**src/sv/i4dmv_pkg.sv**
```systemverilog
// Shared types and constants of the int4 dequantizing matrix-vector block.
package i4dmv_pkg;

  localparam int MAX_COLUMNS = 2048;
  localparam int ACT_ADDR_W  = $clog2(MAX_COLUMNS);
  localparam int BANK_DEPTH  = MAX_COLUMNS / 2;
  localparam int BANK_ADDR_W = ACT_ADDR_W - 1;
  localparam int ACT_W       = 16;
  localparam int NIB_W       = 4;
  localparam int PROD_W      = ACT_W + NIB_W;
  localparam int SUM_W       = 32;
  localparam int ROW_W       = 16;
  localparam int LEN_W       = 12;

  localparam logic CMD_LOAD   = 1'b0;
  localparam logic CMD_WEIGHT = 1'b1;

  typedef struct packed {
    logic             is_load;
    logic             last;
    logic [ROW_W-1:0] row;
  } ctrl_t;

endpackage

```
**src/sv/i4dmv_merge.sv**
```systemverilog
// Merge stage: adds both lane products to the row sum and holds the output register.
module i4dmv_merge (
  input  logic                              clk,
  input  logic                              rst,
  input  logic                              in_valid,
  input  i4dmv_pkg::ctrl_t                  ctrl,
  input  logic [i4dmv_pkg::PROD_W-1:0]      prod_even,
  input  logic [i4dmv_pkg::PROD_W-1:0]      prod_odd,
  output logic                              take,
  output logic                              m_tvalid,
  input  logic                              m_tready,
  // row_sum [31:0], row_number [47:32]
  output logic [47:0]                       m_tdata
);

  localparam int PROD_W = i4dmv_pkg::PROD_W;
  localparam int SUM_W  = i4dmv_pkg::SUM_W;

  logic [SUM_W-1:0]            sum;
  logic [SUM_W-1:0]            total;
  logic [SUM_W-1:0]            out_sum;
  logic [i4dmv_pkg::ROW_W-1:0] out_row;
  logic                        emit;

  assign total = sum
               + {{(SUM_W-PROD_W){prod_even[PROD_W-1]}}, prod_even}
               + {{(SUM_W-PROD_W){prod_odd[PROD_W-1]}}, prod_odd};

  assign take = in_valid && (ctrl.is_load || !ctrl.last || !m_tvalid || m_tready);
  assign emit = take && !ctrl.is_load && ctrl.last;

  always_ff @(posedge clk) begin
    if (rst) begin
      sum      <= '0;
      m_tvalid <= 1'b0;
    end else begin
      if (take) begin
        if (ctrl.is_load || ctrl.last) begin
          sum <= '0;
        end else begin
          sum <= total;
        end
      end
      if (emit) begin
        m_tvalid <= 1'b1;
      end else if (m_tready) begin
        m_tvalid <= 1'b0;
      end
    end
  end

  always_ff @(posedge clk) begin
    if (emit) begin
      out_sum <= total;
      out_row <= ctrl.row;
    end
  end

  assign m_tdata = {out_row, out_sum};

endmodule

```
**config.mk**
```make
export PLATFORM = sky130hd
export DESIGN_NAME = i4dmv_merge
export DESIGN_NICKNAME = d
export VERILOG_FILES = /design/src/sv/i4dmv_pkg.sv /design/src/sv/i4dmv_merge.sv
export SDC_FILE = /design/constraint.sdc
export NUM_CORES = 1
export LEC_CHECK = 0
export BUFFER_PORTS_ARGS = -buffer_cell sky130_fd_sc_hd__buf_2
export CAP_MARGIN = 20
export CORE_MARGIN = 1
export CORE_UTILIZATION = 54
export CTS_CLUSTER_SIZE = 16
export DETAILED_ROUTE_END_ITERATION = 16
export PLACE_DENSITY = 0.87
export SETUP_SLACK_MARGIN = 0.3
export SKIP_CTS_REPAIR_TIMING = 1
export SLEW_MARGIN = 20
export SYNTH_ARGS = -nofsm -noshare
export SYNTH_HDL_FRONTEND = slang
export SYNTH_SLANG_ARGS = --single-unit
```
**constraint.sdc**
```tcl
create_clock -name clk -period 4.81 [get_ports clk]
set_clock_uncertainty 0.05 [all_clocks]
set_input_delay 1.2025 -clock clk [delete_from_list [all_inputs] [get_ports clk]]
set_output_delay 1.2025 -clock clk [all_outputs]
set_load 0.05 [all_outputs]
```
======== Word level (Yosys, flattened, before mapping) ========
Index checks and enable logic that the tools add are counted.
operators by class
  reduce and logical (&&, ||, !) cells .... 11
  $add $sub $neg .......................... 2
  mux-type cells .......................... 3
operators with widths
  cell                number
  32-bit adder        2
  32-bit two-way mux  1
  1-bit logical OR    4
  1-bit logical AND   3
  1-bit logical NOT   3
  1-bit two-way mux   2
  2-bit nonzero test  1
word-level totals
  output and inout bits ................... 50
  register bits ........................... 81
  word-level logic and storage cells ...... 20
  input bits .............................. 62

======== Logic depth before layout (Yosys ltp) ========
Gate-level depths: netlist of run 1.
  depth after elaboration ................. 8
  depth in mapped cells ................... 12
  gate-level depth less buffers ........... 12

======== Worst setup path before layout of run 1 ========
OpenSTA, ideal clock, no wires.
  path type ............................... input port to flip-flop
  from .................................... input ctrl[17] (netlist bit)
  to ...................................... register out_row[0] (netlist bit), enable pin
  setup slack ............................. 0.602 ns
  library setup time ...................... 0.454 ns
  data required time ...................... 4.306 ns
  buffers on the path ..................... 1
  stages on the path ...................... 4
  arrival time ............................ 3.704 ns
  path through ............................ nand2b_1 > o21ai_0 > clkbuf_1 > nor2_1
between the ends
  word-level cells in the longest chain between the ends .. 6
  elaborated cells between the ends (all ways) .. 7
  classes of those cells .................. 7 x reduce/logical
RTL lines
  item                                 line               RTL
  start: declaration                   i4dmv_merge.sv:6   input i4dmv_pkg::ctrl_t ctrl,
  1-bit logical OR (3 in series)       i4dmv_merge.sv:29  assign take = in_valid && (ctrl.is_load || !ctrl.last || !m_tvalid || m_tready);
  1-bit logical AND                    i4dmv_merge.sv:29
  1-bit logical AND (*) (2 in series)  i4dmv_merge.sv:30  assign emit = take && !ctrl.is_load && ctrl.last;
  via emit                             i4dmv_merge.sv:23  logic emit;
  end signal: assignment               i4dmv_merge.sv:55  out_row <= ctrl.row;
  end: declaration                     i4dmv_merge.sv:22  logic [i4dmv_pkg::ROW_W-1:0] out_row;
The timed path passes the listed nets; every way through them passes the cells marked *.
A chain may end at the register's enable or synchronous reset.

======== Final worst setup path of run 1 ========
  from .................................... input prod_odd[19] (netlist bit)
  to ...................................... register sum[27]
between the ends
  word-level cells in the longest chain between the ends .. 2
RTL lines
  item                    line               RTL
  start: declaration      i4dmv_merge.sv:8   input logic [i4dmv_pkg::PROD_W-1:0] prod_odd,
  32-bit adder            i4dmv_merge.sv:27  + {{(SUM_W-PROD_W){prod_odd[PROD_W-1]}}, prod_odd};
  via total[27]           i4dmv_merge.sv:20  logic [SUM_W-1:0] total;
  32-bit two-way mux      i4dmv_merge.sv:38  if (ctrl.is_load || ctrl.last) begin
  end signal: assignment  i4dmv_merge.sv:41  sum <= total;
  end: declaration        i4dmv_merge.sv:19  logic [SUM_W-1:0] sum;
The timed path passes the listed nets, and every way through them passes these cells.

==> flow_summary.toml, run 1 <==
[yosys]
synth-seq-cells = 81
synth_xor_area_frac = 0.0513
synth_top_family_by_area = "adder cells"
syn-num-nets = 590
synth_cell_types = 60
synthMuxAreaShare = 0.00587
synth_compound_area_frac = 0.183
syn_inst = 465
synth_top_area_frac = 0.282
async_flop_share = 0
synth_most_common_cell = "edfxtp_1"
ys.flop_type = "edfxtp_1"
synth_top_area_cell = "edfxtp_1"
synth-edff-count = 48
syn_area_um2 = 5120
synth_commonest_cells = "48 x edfxtp_1, 39 x nand2_1, 35 x a21oi_1, 33 x dfxtp_1, 32 x fa_1"
synthAdderAreaFrac = 0.201
synth_simple_gate_area_frac = 0.115
ys.warnings.count = 0
synth.avg_cell_area_um2 = 11.0
synthTopCellsByArea = "edfxtp_1 28%, dfxtp_1 13%, fa_1 13%, ha_1 7.6%, a21oi_1 3.4%"
synth-seq-area-share = 0.411

[sta]
finalCriticalPeriod_ns = 4.05
tns_ns = 0
tightest_slew_ns = 1.05
fmax_mhz = 247
hold_violations = 0
finalMaxSlewViolations = 0
setup_viol_count_final = 0
post-route-period-util = 0.842
slew_headroom = 0.297
rsz0062_at_grt = "no"

[cts]
clk_pin_slew_ns = 0.09
clock_latency_ns = 0.36
htree_num_levels = 3
cts_sinks = 81
tritoncts = "done"
numCtsBuffers = 9
ctsLongestPathBuffers = 2
root_buffer = "clkbuf_8"

[setup_path]
cp_max_fo = 13
crit_buf_inv = 1
slowest_stage = "fa_1"
timing.critical_path.required_ns = 5.02
crit_arrival_ns = 4.26
critPathCaptureType = "flop"
critPathLaunchType = "primary input"
worstPathCellList = "buf_2 -> fa_1 -> ha_1 -> and2_2 -> nor2b_1 -> a211oi_1 -> o21ai_0 -> a211o_1 -> xor2_1 -> a22o_1"
crit_path_max_incr_delay_ns = 0.49
crit_family = "compound AO/OA/AOI/OAI gates"
crit_type = "primary input to flop"

[global_routing]
track_usage = 0.261
grt_pass1_vias = 4158
grt.overflow.total = 0
grt_pass1_wl_um = 20000
antenna_found_initial = 0
grt_max_degree = 34

[floorplanning]
start_util = 0.556
ios = 112
core_area_um2 = 9200
die_h_um = 99.4
rows = 35
die-area_um2 = 9870
dieWidth_um = 99.4

[detailed_routing]
vias_per_cell = 6.06
routed_wl_um = 12500
vias = 4189
antenna_left = 0
drc = 0
post_drt_wl_per_cell_um = 18.1
firstDrtPassIters = 5
drt_iter0_markers = 300

[cells_and_area]
drive_gt1_frac = 0.252
diodes = 0
layout.nets = 700
fillers = 698
fin_area_um2 = 5980
final_util = 0.651
syn2layout_area_growth_pct = 16.9

[place]
io_buffers = 111
dpl.hpwl_um = 9490
placed_cell_area_um2 = 5750
gp_congestion = 0.925

[power_and_ir_drop]
p_leak_nw = 2.54
vdd_ir_drop_max_mv = 0.200
powerDensity_nw_per_um2 = 378

[status]
status = "complete, no violations"

[hold_path]
hp-class = "flop to flop"

[run]
drv_cap = 0
==> stage by stage <==
step	cells	total power, mW	setup slack [ns]	hold WS (ns)
3_3_place_gp	675	1.65	0.510	0.406
6_report	691	2.26	0.761	0.436
2_1_floorplan	465	1.47	0.602	0.396
3_5_place_dp	675	1.67	0.384	0.426
4_1_cts	691	2.25	0.769	0.437
5_1_grt	691	2.36	0.582	0.465
==> cells in the final DEF (no fill, tap or decap), drive strengths merged, types with 11 or more instances in the layout <==
cell type | synthesis | layout
buf | 5 | 118
edfxtp | 48 | 48
nand2 | 40 | 40
a21oi | 35 | 35
dfxtp | 33 | 33
fa | 32 | 32
ha | 31 | 31
nor2 | 31 | 31
o21ai | 21 | 21
xnor2 | 19 | 19
a22o | 16 | 16
inv | 12 | 16
nand4 | 12 | 12
a21o | 12 | 12
xor2 | 11 | 11
==> cells by family (layout without fill, tap and decap cells) <==
kind of cell	after synthesis	in the layout
xor+xnor	30	30
mux	3	3
compound gates	134	134
fa+ha+maj	63	63
buf+inv	31	146
simple gates	123	123
flops	81	81
==> worst register-to-register path, cell delays in order, from the launching register on <==
cell	delay, ns
dfxtp_1	0.34
fa_1	0.49
ha_1	0.19
fa_1	0.25
a21oi_1	0.12
o211ai_1	0.33
a31oi_2	0.21
a211oi_4	0.37
a41oi_4	0.22
or4_1	0.55
a31oi_1	0.16
==> area by class of cell <==
cell class | count | area, um^2 | share of cell area
multi-input cells | 353 | 2860 | 0.478
flip-flops and latches | 81 | 2100 | 0.351
repair buffers | 118 | 608 | 0.102
well taps | 111 | 139 | 0.0232
clock buffers | 9 | 124 | 0.0207
clock inverters | 7 | 105 | 0.0176
inverters | 12 | 47.5 | 0.00795
==> state kept, by name (all words and copies together), names as in the netlist <==
signal    count
sum          32
out_sum      32
m_tvalid      1
out_row      16
==> power breakdown <==
part	total, mW	internal [mW]	switching, mW
registers	0.833	0.812	0.0205
logic	0.839	0.295	0.544
clock network	0.588	0.302	0.286
total	2.26	1.41	0.851
==> per-layer routing <==
layer	global-route usage	wire length, um	share of wire
met1	0.328	5200	0.42
met2	0.453	6150	0.49
met3	0.0288	746	0.060
met4	0.120	411	0.033
met5	0	0	0
==> worst paths after layout <==
kind                                    from      end  slack (ns)  cells after the start
worst max-delay path            prod_odd[19]  sum[27]        0.76                     10
worst min-delay path                 sum[10]  sum[10]        0.44                      2
worst max register to register        sum[1]  sum[25]        1.44                     10
worst min register to register       sum[10]  sum[10]        0.44                      2
Power figures use the tool's default switching activity.
==> run 2, diff against run 1 <==
==> constraint.sdc (replaced) <==
create_clock -name clk -period 4.2 [get_ports clk]
set_clock_uncertainty 0.05 [all_clocks]
set_input_delay 1.05 -clock clk [delete_from_list [all_inputs] [get_ports clk]]
set_output_delay 1.05 -clock clk [all_outputs]
set_load 0.05 [all_outputs]
==> run 2 against run 1 <==
  * Core utilization is 0.63 points higher
  * Largest power group unchanged
  * Critical endpoint is now sum[25]
  * Critical path depth is 1 higher
  * Non-clock buffer count is 14 higher
==> flow_summary.toml, run 2 (same netlist as run 1, synthesis figures left out) <==
[place]
gp_congestion = 0.919
placed_cell_area_um2 = 5860
io_buffers = 111
dp_slack_ns = 0.0625
dpl.hpwl_um = 9540

[global_routing]
track_usage = 0.265
top_usage_layer = "met2"
grt_max_degree = 35
met1_usage = 0.346
grt.overflow.total = 0
antenna_found_initial = 0
use_met3 = 0.0394
grt_pass1_vias = 4150
grt_pass1_wl_um = 20300
use_met2 = 0.447

[setup_path]
crit_arrival_ns = 3.99
cp_max_fo = 7
critPathLaunchType = "primary input"
critPathCaptureType = "flop"
crit_type = "primary input to flop"
timing.critical_path.required_ns = 4.45
rrSetupSlack_ns = 0.98

[cts]
ctsLongestPathBuffers = 2
numCtsBuffers = 9
clk_pin_slew_ns = 0.09
htree_num_levels = 3
cts_sinks = 81
root_buffer = "clkbuf_8"
clock_latency_ns = 0.36
tritoncts = "done"

[power_and_ir_drop]
power.total_mw = 2.49
powerDensity_nw_per_um2 = 412
p_leak_nw = 2.59
vdd_ir_drop_max_mv = 0.164

[sta]
tightest_slew_ns = 0.567
slew_headroom = 0.622
finalMaxSlewViolations = 0
layout_setup_ws_ns = 0.459
finalCriticalPeriod_ns = 3.74
tns_ns = 0
rsz0062_at_grt = "yes"
hold_violations = 0
fmax_mhz = 267
setup_viol_count_final = 0
post-route-period-util = 0.891
hold_slack_ns = 0.440

[detailed_routing]
firstDrtPassIters = 5
vias_per_cell = 5.88
post_drt_wl_per_cell_um = 17.7
antenna_left = 0
routed_wl_um = 12500
drt_iter0_markers = 254
vias = 4148
drc = 0

[floorplanning]
die-area_um2 = 9870
dieWidth_um = 99.4
die_h_um = 99.4
ios = 112
core_area_um2 = 9200
start_util = 0.556
rows = 35

[cells_and_area]
drive_gt1_frac = 0.268
fin_area_um2 = 6040
diodes = 0
final_cell_mix = "111 x buf_2, 48 x edfxtp_1, 39 x nand2_1"
top_regs = "out_sum x32, sum x32, out_row x16"
syn2layout_area_growth_pct = 18.0
layout.nets = 714
final_common_cell = "buf_2"

[run]
drv_cap = 0

[hold_path]
hp-class = "flop to flop"

[status]
status = "complete, no violations"
==> run 2: cell types whose count changed in the layout (fill, tap and decap cells not counted) <==
cell,before,now
bufinv_16,2,0
buf_4,7,21
nor2_1,29,30
a21boi_1,0,1
clkinv_4,0,3
a21boi_0,2,1
nor2_2,1,0
inv_8,1,0
==> run 2: metrics by stage <==
stage	utilization	cells
2_1_floorplan	-	465
3_3_place_gp	0.637	689
3_5_place_dp	0.637	689
4_1_cts	0.657	705
5_1_grt	0.657	705
6_report	0.657	705
==> run 2: final cells by class <==
cell class	instances	area [um^2]
clock buffers	9	124
multi-input cells	353	2860
repair buffers	132	713
well taps	111	139
clock inverters	7	60.1
flip-flops and latches	81	2100
fillers	717	3160
inverters	12	47.5
==> run 2: per-layer routing <==
layer / vias up / wire [um]
met3: 24 / 596
li1: 1972 / -
met2: 160 / 6210
met5: - / 0
met1: 1992 / 5370
met4: 0 / 315
==> run 2: report_power, final <==
| part | switching, mW | internal [mW] | leakage, nW | total [mW] |
|---|---|---|---|---|
| clock | 0.323 | 0.224 | 0.0908 | 0.547 |
| combinational | 0.628 | 0.363 | 1.79 | 0.991 |
| sequential | 0.0220 | 0.930 | 0.709 | 0.952 |
==> run 2: worst paths after layout <==
| path | startpoint | endpoint | cells after the start |
|---|---|---|---|
| max | prod_even[1] | sum[25] | 11 |
| min | sum[10] | sum[10] | 2 |
| max reg2reg | sum[1] | sum[25] | 10 |
| min reg2reg | sum[10] | sum[10] | 2 |
==> run 2: critical path: stages <==
cell and delay, ns:
buf_2 0.11, fa_1 0.53, ha_1 0.19, fa_1 0.23, a21oi_1 0.12, o211ai_1 0.29
a31oi_2 0.21, a211oi_4 0.36, a41oi_4 0.20, or4_1 0.54, a31oi_1 0.16
==> run 3, diff against run 2 <==
--- a/config.mk
+++ b/config.mk
@@ -8,10 +8,10 @@
 export BUFFER_PORTS_ARGS = -buffer_cell sky130_fd_sc_hd__buf_2
 export CAP_MARGIN = 20
 export CORE_MARGIN = 1
-export CORE_UTILIZATION = 54
+export CORE_UTILIZATION = 45
 export CTS_CLUSTER_SIZE = 16
 export DETAILED_ROUTE_END_ITERATION = 16
-export PLACE_DENSITY = 0.87
+export PLACE_DENSITY = 0.76
 export SETUP_SLACK_MARGIN = 0.3
 export SKIP_CTS_REPAIR_TIMING = 1
 export SLEW_MARGIN = 20
==> run 3 against run 2 <==
  * Combinational power shrank 1%
  * Sequential cell count unchanged
  * Non-clock buffer count did not move
  * Die area grew 20%
  * Routed wire length fell by 3.7%
  * Sequential power hardly changed
  * Worst hold slack lost 0.012 ns
  * Sequential share of layout area down 1.1 points
  * Critical path type unchanged
  * Largest power group unchanged
  * Highest routed layer unchanged
==> flow_summary.toml, run 3 (same netlist as run 1, synthesis figures left out) <==
[cells_and_area]
syn2layout_area_growth_pct = 21.8
final_util = 0.568
diodes = 0
final_common_cell = "buf_2"
seq_area_um2 = 2100
final_cell_mix = "111 x buf_2, 48 x edfxtp_1, 39 x nand2_1"
drive_gt1_frac = 0.268
multiInputGateArea_um2 = 2860
top_regs = "out_sum x32, sum x32, out_row x16"
fin_area_um2 = 6230
fillers = 967
layout.nets = 714

[global_routing]
use_met2 = 0.368
use_met3 = 0.0430
track_usage = 0.215
grt_max_degree = 32
met1_usage = 0.265
grt_pass1_vias = 4148
antenna_found_initial = 0
top_usage_layer = "met2"
grt_pass1_wl_um = 19300
grt.overflow.total = 0

[place]
dpl.hpwl_um = 9370
dp_slack_ns = 0.117
io_buffers = 111
gp_congestion = 0.879
placed_cell_area_um2 = 5910

[detailed_routing]
drt_iter0_markers = 207
firstDrtPassIters = 4
drc = 0
routed_wl_um = 12000
vias = 4077
post_drt_wl_per_cell_um = 16.4
vias_per_cell = 5.55
antenna_left = 0

[sta]
setup_viol_count_final = 0
finalCriticalPeriod_ns = 3.70
post-route-period-util = 0.880
tns_ns = 0
rsz0062_at_grt = "no"
layout_setup_ws_ns = 0.503
finalMaxSlewViolations = 0
fmax_mhz = 270
hold_violations = 0
slew_headroom = 0.586
tightest_slew_ns = 0.619

[floorplanning]
ios = 112
start_util = 0.466
dieWidth_um = 109
die-area_um2 = 11800
rows = 38
core_area_um2 = 11000
die_h_um = 109

[cts]
ctsLongestPathBuffers = 2
root_buffer = "clkbuf_16"
cts_sinks = 81
clk_pin_slew_ns = 0.06
clock_latency_ns = 0.34
tritoncts = "done"
numCtsBuffers = 9
htree_num_levels = 3

[power_and_ir_drop]
vdd_ir_drop_max_mv = 0.263
powerDensity_nw_per_um2 = 443
clkPwrFrac = 0.301
swShare = 0.345
power.internal_mw = 1.81
p_switching_uw = 953
p_comb_frac = 0.354
p_leak_nw = 2.66
power.total_mw = 2.76
seqPwrFrac = 0.345

[setup_path]
cp_max_fo = 12
critPathCaptureType = "flop"
critPathLaunchType = "primary input"
crit_family = "compound AO/OA/AOI/OAI gates"
crit_arrival_ns = 3.88
crit_path_max_incr_delay_ns = 0.49
crit_buf_inv = 1
crit_type = "primary input to flop"
slowest_stage = "fa_1"
timing.critical_path.required_ns = 4.39
worstPathCellList = "buf_2 -> fa_1 -> ha_1 -> and2_2 -> nor2b_1 -> a211oi_1 -> o21ai_0 -> a211o_1 -> xor2_1 -> a22o_1"

[status]
status = "complete, no violations"

[run]
drv_cap = 0

[hold_path]
hp-class = "flop to flop"
[run 3: power groups by stage]
stage | logic (mW) | clock network, mW | registers (mW)
after floorplan | 0.620 | 0 | 1.07
after global placement | 0.943 | 0 | 0.968
after detailed placement | 0.964 | 0 | 0.969
after CTS | 0.974 | 0.849 | 0.953
after global routing | 1.07 | 0.884 | 0.957
final | 0.978 | 0.832 | 0.953
[run 3: metrics by stage]
| stage | hold WS, ns | std cells |
|---|---|---|
| after floorplan | 0.396 | 465 |
| after global placement | 0.405 | 718 |
| after detailed placement | 0.420 | 718 |
| after CTS | 0.430 | 734 |
| after global routing | 0.456 | 734 |
| final | 0.428 | 734 |
[run 3: path summary, 6_finish.rpt]
| kind | from | endpoint | slack, ns | cells past startpoint |
|---|---|---|---|---|
| worst max-delay path | prod_even[19] | sum[27] | 0.50 | 10 |
| worst min-delay path | sum[30] | sum[30] | 0.43 | 2 |
| worst max register to register | sum[1] | out_sum[29] | 1.02 | 10 |
| worst min register to register | sum[30] | sum[30] | 0.43 | 2 |
[run 3: area by class of cell]
type,instances,share of cell area
multi-input cells,353,0.459
flip-flops and latches,81,0.337
repair buffers,132,0.116
clock buffers,12,0.0429
well taps,140,0.0281
clock inverters,4,0.00883
inverters,12,0.00763
[run 3: per-layer routing]
metal  vias up  part of all wire
li1       1972                 -
met1      1964              0.43
met2       123              0.50
met3        18             0.054
met4         0             0.021
met5         -                 0
[run 3: worst min-delay path: cells and delay by family (launching register included)]
family / cells / cell delay [ns]
and+or+nand+nor: 1 / 0.06
DFF: 1 / 0.32
AOI/OAI and AO/OA: 1 / 0.05
